<file path="src/rtl/core/sqg_pkg.sv">
// ----------------------------------------------------------------------------
// sqg_pkg
// Shared types, constants and rounding for the single-qubit gate unit.
// ----------------------------------------------------------------------------
package sqg_pkg;

  localparam int AMP_WIDTH   = 16;
  localparam int ANGLE_WIDTH = 16;
  localparam int FRAC_BITS   = 14;

  // Intermediate amplitudes stay unclipped between gate stages.
  localparam int WIDE_W = AMP_WIDTH + 3;
  localparam int COEF_W = 16;
  localparam int PROD_W = WIDE_W + COEF_W;
  localparam int SUM_W  = PROD_W + 1;

  typedef logic signed [AMP_WIDTH-1:0] amp_t;
  typedef logic signed [WIDE_W-1:0]    wamp_t;
  typedef logic signed [COEF_W-1:0]    coef_t;
  typedef logic signed [PROD_W-1:0]    prod_t;
  typedef logic signed [SUM_W-1:0]     sum_t;

  typedef enum logic [1:0] {
    MODE_HAD   = 2'd0,
    MODE_PHASE = 2'd1,
    MODE_ROT   = 2'd2,
    MODE_SEQ   = 2'd3
  } gate_mode_t;

  localparam coef_t ONE_Q14     = 16'sd16384;
  localparam coef_t ZERO_Q14    = 16'sd0;
  localparam coef_t INV_SQRT2   = 16'sd11585;
  localparam coef_t COS_PI4     = 16'sd11585;
  localparam coef_t SIN_PI4     = 16'sd11585;
  localparam coef_t COS_PI6     = 16'sd14189;
  localparam coef_t SIN_PI6     = 16'sd8192;
  localparam int    HALF_LSB    = 1 << (FRAC_BITS - 1);

  localparam wamp_t AMP_MAX = WIDE_W'((1 <<< (AMP_WIDTH - 1)) - 1);
  localparam wamp_t AMP_MIN = WIDE_W'(-(1 <<< (AMP_WIDTH - 1)));

  typedef struct packed {
    wamp_t a0_re;
    wamp_t a0_im;
    wamp_t a1_re;
    wamp_t a1_im;
  } amp_set_t;

  // n0 = k00*a0 + k01*a1, n1 = k10*a0 + k11*a1, on real and imaginary parts
  typedef struct packed {
    coef_t k00;
    coef_t k01;
    coef_t k10;
    coef_t k11;
  } mix_coef_t;

  typedef struct packed {
    coef_t c;
    coef_t s;
  } trig_t;

  typedef struct packed {
    amp_t out0_re;
    amp_t out0_im;
    amp_t out1_re;
    amp_t out1_im;
    logic saturated;
  } out_item_t;

  // Round a Q14-scaled sum to nearest, ties toward plus infinity.
  function automatic wamp_t round_q14(input sum_t v);
    sum_t w;
    w = v + sum_t'(HALF_LSB);
    return WIDE_W'(w >>> FRAC_BITS);
  endfunction

endpackage

</file>
<file path="src/rtl/core/sqg_phase.sv">
// ----------------------------------------------------------------------------
// sqg_phase
// Two-stage complex multiply of the |1> amplitude by (c + i*s);
// the |0> amplitude rides along unchanged.
// ----------------------------------------------------------------------------
module sqg_phase import sqg_pkg::*; (
  input  logic     clk,
  input  logic     en,
  input  amp_set_t a,
  input  trig_t    cs,
  output amp_set_t y
);

  prod_t    p_r [4];
  wamp_t    a0_re_r;
  wamp_t    a0_im_r;
  amp_set_t y_r;

  always_ff @(posedge clk) begin
    if (en) begin
      p_r[0]    <= a.a1_re * cs.c;
      p_r[1]    <= a.a1_im * cs.s;
      p_r[2]    <= a.a1_re * cs.s;
      p_r[3]    <= a.a1_im * cs.c;
      a0_re_r   <= a.a0_re;
      a0_im_r   <= a.a0_im;
      y_r.a0_re <= a0_re_r;
      y_r.a0_im <= a0_im_r;
      y_r.a1_re <= round_q14(sum_t'(p_r[0]) - sum_t'(p_r[1]));
      y_r.a1_im <= round_q14(sum_t'(p_r[2]) + sum_t'(p_r[3]));
    end
  end

  assign y = y_r;

endmodule

</file>
<file path="config.mk">
export PLATFORM = sky130hd
export DESIGN_NAME = sqg_phase
export DESIGN_NICKNAME = d
export VERILOG_FILES = /design/src/rtl/core/sqg_pkg.sv /design/src/rtl/core/sqg_phase.sv
export SDC_FILE = /design/constraint.sdc
export NUM_CORES = 2
export LEC_CHECK = 0
export ABC_CLOCK_PERIOD_IN_PS = 15700
export BUFFER_PORTS_ARGS = -buffer_cell sky130_fd_sc_hd__buf_2
export CORE_MARGIN = 2
export CORE_UTILIZATION = 60
export DETAILED_ROUTE_END_ITERATION = 8
export MAX_ROUTING_LAYER = met4
export PLACE_DENSITY = 0.77
export SLEW_MARGIN = 20
export SYNTH_ARGS = -nofsm -noshare
export SYNTH_HDL_FRONTEND = slang
export SYNTH_SLANG_ARGS = --single-unit
</file>
<file path="constraint.sdc">
create_clock -name clk -period 15.7 [get_ports clk]
set_input_delay 2.355 -clock clk [delete_from_list [all_inputs] [get_ports clk]]
set_output_delay 2.355 -clock clk [all_outputs]
set_load 0.005 [all_outputs]
</file>
Yosys cells after proc, flatten, opt, wreduce, memory -nomap -nowiden
Memory sizes are Yosys's and may differ from the RTL's.
Cells that the tools add are included.
Storage, ports and cells
  bits in registers: 114
  bits in writable memories: 140
  input port bits: 110
  word-level logic and storage cells: 17
  memories: 1
Operators by class
  add/subtract/negate cells: 4
  multipliers: 4
  mux-type cells: 2
Memory list
  p_r: depth 4, width 35, rd ports 4, clocked after memory_dff 0, write ports 4, line sqg_phase.sv:14  | prod_t p_r [4];
Operator list (number)
  19-bit by 16-bit multiplier with 35-bit output: 4
  33-bit by 15-bit adder with 33-bit output (second input constant): 2
  33-bit adder: 1
  33-bit subtractor: 1
  1-bit 2-to-1 mux: 2

Depth between registers and ports, before layout
  depth in word-level cells: 2
  gate-level depth with buffers: 27
  gate-level depth less buffers: 24

Least setup slack after synthesis
No wires, ideal clock.
  path kind: input to register
  start: in cs[17] (netlist name)
  end: mem p_r[3][25] (netlist name), data pin
  library setup time: 0.258 ns
  arrival: 8.091 ns
  required time: 15.442 ns
  slack: 7.351 ns
  stages: 22
  path buffers: 2
  cells stage by stage: clkbuf_1 > clkbuf_1 > nand2_1 > fa_1 > fa_1 > fa_1 > inv_1 > fa_1 > fa_1 > inv_1 > fa_1 > inv_1 > ha_1 > a21o_2 > a211oi_4 > nand2_1 > o31a_1 > a41o_1 > o41a_1 > a21o_1 > a21oi_2 > xnor2_1
RTL lines
  from (decl): line sqg_phase.sv:10  | input trig_t cs,
  to (decl): line sqg_phase.sv:14

==> results.yml <==
timing:
  setup_viol: 0
  fmax_mhz: 114.1
  worst_pin_slew_ns: 1.079
  fin_crit_sh_pct: 55.84
  hold_viol: 0
  min_period_ns: 8.767
  holdWs_ns: 0.4109
  rsz0062_at_grt: "no"
  finClkSkew_ns: 0.01059
  finalSetupTns_ns: 0
  slew_viol_final: 0
  maxSlewHeadroom_pct: 28.09
worst_setup_path:
  slowest_delay_ns: 0.59
  path_cells: "buf_2 -> clkinv_1 -> buf_4 -> nor2_1 -> fa_1 -> fa_1 -> fa_1 -> fa_1 -> fa_1 -> inv_1 -> fa_1 -> inv_1 -> ha_1 -> a21oi_1 -> o21ai_0 -> a31oi_1 -> o21ai_0 -> o21ai_0 -> and4_1 -> o21bai_1 -> a21oi_1 -> xnor2_1"
  timing.rr.start: "p_r[2][13]"
  critPathMaxFanout: 14
  r2r_slack_ns: 11.88
  r2r-end: "y[18]"
  cpMostUsedCell: "fa_1"
  endpoint: "p_r[3][32]"
  cp_slowest_cell: "clkinv_1"
  required_ns: 16.06
  cp.arrival_ns: 9.13
  reg2reg_depth: 13
  crit_start: "cs[31]"
  criticalPathCategory: "in2reg"
  start_kind: "input pin"
  end_kind: "register"
cells_and_area:
  seq_area_sq_mm: 0.007387
  finalInstanceArea_sq_mm: 0.05697
  nNetsFinal: 7300
  n_fill_cell: 7350
  multiInputGateArea_sq_mm: 0.04074
  syn_to_final_growth_pct: 5.159
  drive_gt1_share_pct: 5.025
floorplanning:
  num_rows: 110
  io_pins: 186
  die-area_sq_mm: 0.09272
  coreArea_sq_mm: 0.08974
  die_h_um: 304.5
  die_width_um: 304.5
  initial_core_util_pct: 60.38
drt:
  first_pass_iters: 5
  drtAntennaViolNets: 0
  vias_per_cell: 5.499
  drcViolationCount: 0
  drt_iter0_drc: 2369
  drt-wirelength-per-cell_um: 18.32
  num_vias: 37269
  routed_wl_um: 124100
synthesis:
  synthXorXnorAreaFrac_pct: 3.136
  syn_area_per_cell_sq_um: 9.731
  syn_inst: 5568
  syn-cell-area_sq_mm: 0.05418
  ys_async_sr_fraction_pct: 0
  syn_nets: 7300
  synth_top_flop_cell: "edfxtp_1"
  ys_ff_latch: 246
  synth.area.top_cells: "fa_1 (43%), edfxtp_1 (14%), ha_1 (11%)"
  synth_cell_type_count: 68
  synth_top_family_by_area: "adder cells"
  synth_fa_ha_area_share_pct: 53.53
  yosys-top-cells-count: "inv_1 (1367), fa_1 (1160), nand2_1 (633)"
  yosysSeqAreaShare_pct: 13.63
  yosys.area_share.simple_pct: 13.56
  yosysMostFrequentCell: "inv_1"
  synth_compound_area_share_pct: 4.965
  yosysTopAreaCellShare_pct: 42.86
  synth-edff-count: 246
  ys_warn_count: 0
  synth_top_area_cell: "fa_1"
  muxShareOfSynthArea_pct: 0
placement:
  place_area_sq_mm: 0.05589
  routabilityCongestion: 0.9124
  hpwl_um: 93400
  portBuffers: 185
global_routing:
  gr-total-overflow: 0
  grtUsageTotal_pct: 29.30
  grt_pass1_vias: 40652
  grt_max_degree: 139
  antenna_found_initial: 12
  grt_pass1_wl_um: 209600
job:
  drv_cap: 0
clocking:
  clock_latency_ns: 0.63
  postCtsHoldBufs: 0
  post_cts_resized: 0
  clockBufferDepth: 3
  cts_made_buffers: 30
  root_buffer: "clkbuf_16"
  clock_sinks: 246
  cts_tree: "built"
  post-cts-setup-buffer-count: 0
  htreeDepth: 1
  path_clk_slew_ns: 0.06
hold_path:
  holdCritPathClass: "reg2reg"
outcome:
  outcome: "finished, final reports clean"
layout make-up:
class,instances,share of cell area [%]
multi-input combinational,3709,71.50
sequential,246,12.97
inverter,1369,9.019
tap,1176,2.583
timing repair buffer,212,2.020
clock buffer,31,1.324
clock inverter,25,0.5424
antenna,10,0.04392
layer usage:
metal | wire [um] | global-route usage, % | vias to the layer above
met5 | 0 | - | -
met4 | 4493 | 10.25 | 0
met3 | 9350 | 4.123 | 189
met2 | 59740 | 46.49 | 1374
met1 | 50560 | 39.03 | 19154
li1 | - | - | 16552
through the flow:
stage	instances	setup WS, ns	utilization, %
final	6778	6.933	63.49
after detailed placement	6712	6.466	62.28
after global routing	6778	6.639	63.49
after global placement	6712	6.613	62.28
after floorplan	5568	7.351	-
after CTS	6768	7.119	63.46
registers in the layout, summed over array words and instances, names as in the netlist:
name     count
a0_im_r     19
p_r        132
y           76
a0_re_r     19
critical path: cells and delay by family:
kind / cells / cell delay (ns)
and+or+nand+nor: 2 / 0.45
xor gates and xnor gates: 1 / 0.08
AOI/OAI and AO/OA: 7 / 1.48
adders and majority gates: 7 / 3.24
buffers and inverters: 5 / 1.48
logic make-up after synthesis:
group,after synthesis
AO/OA/AOI/OAI,406
AND/OR/NAND/NOR,1487
flip-flops,246
adder cells (fa/ha/maj),1622
XOR/XNOR,194
buffers and inverters,1613
placed cells by master (no fill, tap or decap), types with 6 or more instances in the layout:
cell	instances
nand4_1	7
a21o_1	59
nor3_1	17
ha_1	462
and4_1	6
and2_1	570
clkbuf_16	30
o21a_1	36
a221o_1	8
a31oi_1	9
o21bai_1	23
nand2b_1	43
buf_4	26
and3_1	13
a211oi_1	18
clkinv_4	6
xnor2_1	152
a21oi_1	113
buf_2	184
nor2_1	140
edfxtp_1	246
inv_1	1367
xor2_1	42
nand2_1	633
o21ai_0	74
nand3_1	25
fa_1	1160
diode_2	10
nor2b_1	18
worst min-delay path by stage:
| stage | from | to | slack, ns | cells past startpoint |
|---|---|---|---|---|
| finish | a0_im_r[3] | y[41] | 0.41 | 0 |
| global placement | a0_re_r[4] | y[61] | 0.40 | 0 |
| floorplan | a0_im_r[0] | y[38] | 0.40 | 0 |
| CTS | a0_im_r[3] | y[41] | 0.42 | 0 |
| global route | a0_re_r[1] | y[58] | 0.43 | 0 |
| detailed placement | a0_im_r[4] | y[42] | 0.40 | 0 |
Power is left out: the tool's default activity adds up to more than one toggle a clock period on the data nets, which glitch-free logic cannot reach.
