**src/rtl/core/sqg_pkg.sv**
```systemverilog
// ----------------------------------------------------------------------------
// sqg_pkg
// Shared types, constants and rounding for the single-qubit gate unit.
// ----------------------------------------------------------------------------
package sqg_pkg;

  localparam int AMP_WIDTH   = 16;
  localparam int ANGLE_WIDTH = 16;
  localparam int FRAC_BITS   = 14;

  // Intermediate amplitudes stay unclipped between gate stages.
  localparam int WIDE_W = AMP_WIDTH + 3;
  localparam int COEF_W = 16;
  localparam int PROD_W = WIDE_W + COEF_W;
  localparam int SUM_W  = PROD_W + 1;

  typedef logic signed [AMP_WIDTH-1:0] amp_t;
  typedef logic signed [WIDE_W-1:0]    wamp_t;
  typedef logic signed [COEF_W-1:0]    coef_t;
  typedef logic signed [PROD_W-1:0]    prod_t;
  typedef logic signed [SUM_W-1:0]     sum_t;

  typedef enum logic [1:0] {
    MODE_HAD   = 2'd0,
    MODE_PHASE = 2'd1,
    MODE_ROT   = 2'd2,
    MODE_SEQ   = 2'd3
  } gate_mode_t;

  localparam coef_t ONE_Q14     = 16'sd16384;
  localparam coef_t ZERO_Q14    = 16'sd0;
  localparam coef_t INV_SQRT2   = 16'sd11585;
  localparam coef_t COS_PI4     = 16'sd11585;
  localparam coef_t SIN_PI4     = 16'sd11585;
  localparam coef_t COS_PI6     = 16'sd14189;
  localparam coef_t SIN_PI6     = 16'sd8192;
  localparam int    HALF_LSB    = 1 << (FRAC_BITS - 1);

  localparam wamp_t AMP_MAX = WIDE_W'((1 <<< (AMP_WIDTH - 1)) - 1);
  localparam wamp_t AMP_MIN = WIDE_W'(-(1 <<< (AMP_WIDTH - 1)));

  typedef struct packed {
    wamp_t a0_re;
    wamp_t a0_im;
    wamp_t a1_re;
    wamp_t a1_im;
  } amp_set_t;

  // n0 = k00*a0 + k01*a1, n1 = k10*a0 + k11*a1, on real and imaginary parts
  typedef struct packed {
    coef_t k00;
    coef_t k01;
    coef_t k10;
    coef_t k11;
  } mix_coef_t;

  typedef struct packed {
    coef_t c;
    coef_t s;
  } trig_t;

  typedef struct packed {
    amp_t out0_re;
    amp_t out0_im;
    amp_t out1_re;
    amp_t out1_im;
    logic saturated;
  } out_item_t;

  // Round a Q14-scaled sum to nearest, ties toward plus infinity.
  function automatic wamp_t round_q14(input sum_t v);
    sum_t w;
    w = v + sum_t'(HALF_LSB);
    return WIDE_W'(w >>> FRAC_BITS);
  endfunction

endpackage

```
**src/rtl/core/sqg_out_if.sv**
```systemverilog
// ----------------------------------------------------------------------------
// sqg_out_if
// Result channel: the new amplitudes and the clip flag.
// ----------------------------------------------------------------------------
interface sqg_out_if import sqg_pkg::*; ();

  logic valid;
  logic ready;
  amp_t out0_re;
  amp_t out0_im;
  amp_t out1_re;
  amp_t out1_im;
  logic saturated;

  modport source (
    output valid, out0_re, out0_im, out1_re, out1_im, saturated,
    input  ready
  );

  modport sink (
    input  valid, out0_re, out0_im, out1_re, out1_im, saturated,
    output ready
  );

endinterface

```
**src/rtl/core/sqg_outq.sv**
```systemverilog
// ----------------------------------------------------------------------------
// sqg_outq
// Two-entry output queue between the gate pipeline and the result channel.
// ----------------------------------------------------------------------------
module sqg_outq import sqg_pkg::*; (
  input  logic       clk,
  input  logic       rst_n,
  input  logic       push,
  input  out_item_t  push_data,
  output logic       full,
  sqg_out_if.source  out_chan
);

  out_item_t h0_r;
  out_item_t h1_r;
  logic [1:0] cnt_r;
  logic       pop;

  assign pop = out_chan.valid && out_chan.ready;

  always_ff @(posedge clk) begin
    if (!rst_n) begin
      cnt_r <= '0;
    end else begin
      unique case ({push, pop})
        2'b10: cnt_r <= cnt_r + 2'd1;
        2'b01: cnt_r <= cnt_r - 2'd1;
        default: cnt_r <= cnt_r;
      endcase
    end
  end

  always_ff @(posedge clk) begin
    unique case ({push, pop})
      2'b10: begin
        if (cnt_r == 2'd0) begin
          h0_r <= push_data;
        end else begin
          h1_r <= push_data;
        end
      end
      2'b01: begin
        h0_r <= h1_r;
      end
      2'b11: begin
        // head leaves: the older waiting entry (if any) moves up
        if (cnt_r == 2'd1) begin
          h0_r <= push_data;
        end else begin
          h0_r <= h1_r;
          h1_r <= push_data;
        end
      end
      default: begin
      end
    endcase
  end

  assign full               = (cnt_r == 2'd2);
  assign out_chan.valid     = (cnt_r != 2'd0);
  assign out_chan.out0_re   = h0_r.out0_re;
  assign out_chan.out0_im   = h0_r.out0_im;
  assign out_chan.out1_re   = h0_r.out1_re;
  assign out_chan.out1_im   = h0_r.out1_im;
  assign out_chan.saturated = h0_r.saturated;

`ifndef ASSERT_OFF
  a_no_overflow: assert property (@(posedge clk) disable iff (!rst_n)
    !(push && full && !pop))
    else $error("result pushed into full output queue");
`endif

endmodule

```
**src/flat_wrapper.sv**
```systemverilog
// flat-port wrapper written by rule: the top's interface ports become plain ports
module sqg_outq_flat import sqg_pkg::*;
  (clk, rst_n, push, push_data, full, out_chan_valid, out_chan_out0_re, out_chan_out0_im, out_chan_out1_re, out_chan_out1_im, out_chan_saturated, out_chan_ready);
  sqg_out_if out_chan_i ();
  input  logic clk;
  input  logic rst_n;
  input  logic push;
  input  out_item_t push_data;
  output logic full;
  output wire logic [$bits(out_chan_i.valid)-1:0] out_chan_valid;
  output wire logic [$bits(out_chan_i.out0_re)-1:0] out_chan_out0_re;
  output wire logic [$bits(out_chan_i.out0_im)-1:0] out_chan_out0_im;
  output wire logic [$bits(out_chan_i.out1_re)-1:0] out_chan_out1_re;
  output wire logic [$bits(out_chan_i.out1_im)-1:0] out_chan_out1_im;
  output wire logic [$bits(out_chan_i.saturated)-1:0] out_chan_saturated;
  input wire logic [$bits(out_chan_i.ready)-1:0] out_chan_ready;
  assign out_chan_valid = out_chan_i.valid;
  assign out_chan_out0_re = out_chan_i.out0_re;
  assign out_chan_out0_im = out_chan_i.out0_im;
  assign out_chan_out1_re = out_chan_i.out1_re;
  assign out_chan_out1_im = out_chan_i.out1_im;
  assign out_chan_saturated = out_chan_i.saturated;
  assign out_chan_i.ready = out_chan_ready;
  sqg_outq u_core (.clk(clk), .rst_n(rst_n), .push(push), .push_data(push_data), .full(full), .out_chan(out_chan_i));
endmodule
```
**config.mk**
```make
export PLATFORM = sky130hd
export DESIGN_NAME = sqg_outq_flat
export DESIGN_NICKNAME = d
export VERILOG_FILES = /design/src/rtl/core/sqg_pkg.sv /design/src/rtl/core/sqg_out_if.sv /design/src/rtl/core/sqg_outq.sv /design/src/flat_wrapper.sv
export SDC_FILE = /design/constraint.sdc
export NUM_CORES = 1
export LEC_CHECK = 0
export BUFFER_PORTS_ARGS = -buffer_cell sky130_fd_sc_hd__buf_4
export CAP_MARGIN = 10
export CORE_MARGIN = 5
export CORE_UTILIZATION = 52
export DETAILED_ROUTE_END_ITERATION = 8
export GPL_ROUTABILITY_DRIVEN = 0
export GPL_TIMING_DRIVEN = 1
export PLACE_DENSITY = 0.81
export SYNTH_ARGS = -nofsm -noshare
export SYNTH_HDL_FRONTEND = slang
export SYNTH_SLANG_ARGS = --single-unit
export TNS_END_PERCENT = 1
```
**constraint.sdc**
```tcl
create_clock -name clk -period 9.05 [get_ports clk]
set_input_delay 0 -clock clk [delete_from_list [all_inputs] [get_ports clk]]
set_output_delay 0 -clock clk [all_outputs]
set_load 0.1 [all_outputs]
```
Word level (Yosys, flattened, before mapping)
Index checks and enable logic that the tools add are counted.

cells by class
  multiplexer cells = 7
  equality and inequality tests = 8
  reductions and logical operators = 8
  add/subtract/negate cells = 2

operators with widths
  cell                   count
  $mux W65               4
  $pmux W65 S3           1
  $pmux W65 S2           1
  $eq A2 B2 Y1 const B   3
  $reduce_bool A2 Y1     3
  $eq A2 B1 Y1 const B   2
  $ne A2 B2 Y1 const B   2
  $pmux W2 S2            1
  $reduce_and A3 Y1      1
  $reduce_bool A3 Y1     1
  $add A2 B1 Y2 const B  1
  $logic_not A2 Y1       1
  $ne A2 B1 Y1 const B   1
  $reduce_and A2 Y1      1
  $sub A2 B1 Y2 const B  1
  $logic_and A1 B1 Y1    1

storage, ports and cells
  bits of input ports = 69
  flip-flop bits (word level) = 132
  output and inout port bits = 67
  logic and storage cells = 36

Depth between registers and ports, before layout
  depth in word-level cells = 5
  depth in mapped cells = 10
  mapped depth without buffers = 7

Worst setup path before layout
OpenSTA, ideal clock, no wires.

  path type = register to register
  from = register u_core.cnt_r[0]
  to = register u_core.h1_r[0] in the netlist's numbering, enable pin
  path buffers = 3
  setup time = 0.585 ns
  cell stages (with the launch flop) = 10
  arrival = 6.275 ns
  setup slack = 2.190 ns
  cells stage by stage = dfxtp_1 > inv_1 > ha_1 > nor2b_1 > ha_1 > buf_6 > and2_4 > buf_6 > clkbuf_1 > a211oi_1

on the way
  cells in the longest elaborated chain, start to end = 5
  elaborated cells between the ends (all ways) = 10

ends and longest elaborated chain
  element                                                                     RTL line        RTL
  start, declared                                                             sqg_outq.sv:16  logic [1:0] cnt_r;
  start signal, assigned                                                      sqg_outq.sv:26  2'b10: cnt_r <= cnt_r + 2'd1;
  start signal, assigned                                                      sqg_outq.sv:27  2'b01: cnt_r <= cnt_r - 2'd1;
  start signal, assigned                                                      sqg_outq.sv:28  default: cnt_r <= cnt_r;
  $reduce_bool A2 Y1                                                          sqg_outq.sv:60  assign out_chan.valid = (cnt_r != 2'd0);
  $logic_and A1 B1 Y1                                                         sqg_outq.sv:19  assign pop = out_chan.valid && out_chan.ready;
  $eq A2 B2 Y1                                                                sqg_outq.sv:34  unique case ({push, pop})
  $ne A2 B2 Y1 (no source line) / $reduce_bool A2 Y1 (equally long branches)  n/a
  $reduce_and A3 Y1 (no source line) (*)                                      n/a
  end signal, assigned                                                        sqg_outq.sv:39  h1_r <= push_data;
  end signal, assigned                                                        sqg_outq.sv:51  h1_r <= push_data;
  end, declared                                                               sqg_outq.sv:15  out_item_t h1_r;

Mark *: on every way between the ends. The rest lies on a longest branch, timed or not.
A chain may end at the register's enable or synchronous reset.

Final worst setup path
  from = register u_core.cnt_r[0]
  to = register u_core.h1_r[8] in the netlist's numbering, enable pin

Same word-level chain as after synthesis.

==> impl_metrics.json <==
{
  "status": "finished, final reports clean",
  "peakVddDrop_uv": 254,
  "p_total_mw": 2.73,
  "hp-class": "input pin to register",
  "setup_ws_ns": 5.34,
  "slowest_stage": "a211oi_4",
  "r2r_start": "u_core.cnt_r[0]",
  "layout_min_cycle_time_ns": 3.71,
  "dr.pass1.iters": 5,
  "port_buffers": 135,
  "grt_pass1_vias": 3621,
  "min_from": "push",
  "slew_viol_final": 0,
  "cp_max_fo": 45,
  "power_density_nw_per_um2": 362,
  "ys_ff_latch": 132,
  "avgSynthCellArea_um2": 17.4,
  "drc": 0,
  "worst_pin_slew_ns": 1.12,
  "final_common_cell": "buf_4",
  "synth_cell_types": 23,
  "path_clk_slew_ns": 0.06,
  "dp_hpwl_um": 7420,
  "reg2reg_depth": 7,
  "skew_ns": 0.00638,
  "grt.overflow.total": 0,
  "ys_async_sr_fraction": 0,
  "critPathLaunch": "u_core.cnt_r[0]",
  "fmax_ghz": 0.269,
  "setup_viol": 0,
  "drive_above_1_share": 0.338,
  "totalWireLength_um": 13300,
  "path_common_cell": "ha_1",
  "netlist.area_leader.share": 0.762,
  "syn_area_um2": 5120,
  "grt_first_pass_wirelength_um": 20000,
  "nets": 574,
  "cp_num_buf_inv": 2,
  "io_pins": 136,
  "required_ns": 9.20,
  "dieArea_um2": 11900,
  "area_delta_synth_final_pct": 47.3,
  "cts_sinks": 132,
  "h-tree-depth": 4,
  "pre_cts_slack_ns": 5.35,
  "fin_crit_sh": 0.410,
  "synth_area_leaders": "edfxtp_1, a22o_1, a32oi_1, a22oi_1, ha_1",
  "crit_path_start_kind": "register",
  "yosysWarnings": 0,
  "start_util": 0.529,
  "fin_area_um2": 7540,
  "syn_inst": 295,
  "yosysTopAreaCell": "edfxtp_1",
  "core_area_um2": 9680,
  "die_x_um": 109,
  "p_leak_nw": 3.07,
  "final_cell_mix": "buf_4, edfxtp_1, dlygate4sd3_1",
  "slowest_delay_ns": 0.93,
  "cts_resized": 0,
  "fin_tns_setup_ns": 0,
  "cp.arrival_ns": 3.87,
  "num_vias": 3571,
  "grt_max_degree": 46,
  "routedWlPerCell_um": 20.6,
  "crit_family": "compound AO/OA/AOI/OAI gates",
  "via_per_inst": 5.55,
  "path_class": "register to register",
  "max-cap-violations": 0,
  "cts_root_buf": "clkbuf_8",
  "synthFlopType": "edfxtp_1",
  "antenna_found_initial": 1,
  "rows": 36,
  "ys_seq_area_frac": 0.770,
  "numCtsBuffers": 17,
  "dpl-instance-area_um2": 6230,
  "cts_tree": "yes",
  "dieHeight_um": 109,
  "critical_path_cell_count": 7,
  "ant_nets": 0,
  "syn_nets": 373,
  "drtIter0Drc": 228,
  "finalHoldViolCount": 0,
  "synth_edf_count": 130,
  "clock_latency_ns": 0.52,
  "worst_setup_path_end_kind": "register",
  "grt.total_usage": 0.230,
  "rsz0062_at_grt": "false",
  "relSlewSlack": 0.252,
  "post_cts_buffers": 0,
  "min_delay_path_depth": 5,
  "crit_chain": "inv_1, ha_1, nor2b_1, ha_1, and2_4, a211oi_4, buf_4",
  "fill_cells": 550,
  "cts_max_path_buffers": 2
}
repair_timing:
action | in CTS | in global routing
setup endpoints to repair | 0 | 0
hold endpoints to repair | 132 | 0
hold buffers | 66 | 0
metrics by stage:
stage | util | cells | hold slack, ns
global route | 0.779 | 643 | 0.201
global placement | 0.643 | 544 | 0.190
floorplan | - | 295 | 0.0989
CTS | 0.778 | 642 | 0.149
finish | 0.779 | 643 | 0.170
detailed placement | 0.643 | 544 | 0.189
power by group:
group / switching [mW] / total (mW) / internal (mW)
Sequential: 0.0537 / 0.929 / 0.875
Combinational: 0.844 / 1.05 / 0.207
Clock: 0.251 / 0.753 / 0.501
Total: 1.15 / 2.73 / 1.58
state kept, by name (all words and copies together) (netlist names):
register / cells
u_core.out_chan.out0_re: 16
u_core.cnt_r: 2
u_core.out_chan.out1_im: 16
u_core.out_chan.out1_re: 16
u_core.out_chan.out0_im: 16
u_core.out_chan.saturated: 1
u_core.h1_r: 65
worst reg2reg max path: stages (launching register included):
cell      delay (ns)
dfxtp_1         0.35
inv_1           0.10
ha_1            0.24
nor2b_1         0.13
ha_1            0.51
and2_4          0.41
a211oi_4        0.93
buf_4           0.65
cells in the mapped netlist, types with 2 or more instances:
master / count
edfxtp_1: 130
a22o_1: 44
nand2_1: 22
a22oi_1: 21
a32oi_1: 21
clkbuf_1: 13
ha_1: 9
inv_1: 8
buf_2: 4
buf_6: 4
nor2_1: 3
o21ai_0: 3
a21o_1: 2
dfxtp_1: 2
metal layers:
layer | vias up | global-route usage | wire length (um)
met3 | 24 | 0.0485 | 861
met4 | 0 | 0.0908 | 327
met5 | - | 0 | 0
met1 | 1771 | 0.274 | 4950
met2 | 159 | 0.407 | 7110
li1 | 1617 | - | -
cells by family (layout without fill, tap and decap cells):
kind of cell	after synthesis	in the layout	synth area share
compound gates	95	95	0.153
xor+xnor	1	1	0.00171
fa+ha+maj	9	9	0.0220
buf+inv	29	243	0.0281
flops	132	132	0.770
other cells	0	1	0
simple gates	29	29	0.0244
layout make-up:
type,count,area [um^2],share of cell area
Antenna cell,1,2.50,0.000332
Clock buffer,18,418,0.0554
Clock inverter,14,233,0.0309
Inverter,8,30.0,0.00398
Multi-Input combinational cell,134,1060,0.140
Sequential cell,132,3940,0.523
Tap cell,133,166,0.0221
Timing Repair Buffer,203,1690,0.224
final timing paths:
path	endpoint	slack, ns
setup / recovery	u_core.h1_r[8]	5.34
hold / removal	u_core.cnt_r[1]	0.17
setup reg to reg	u_core.h1_r[8]	5.34
hold reg to reg	u_core.out_chan.out0_im[7]	0.54
No activity file was read; power rests on OpenSTA's default activity.
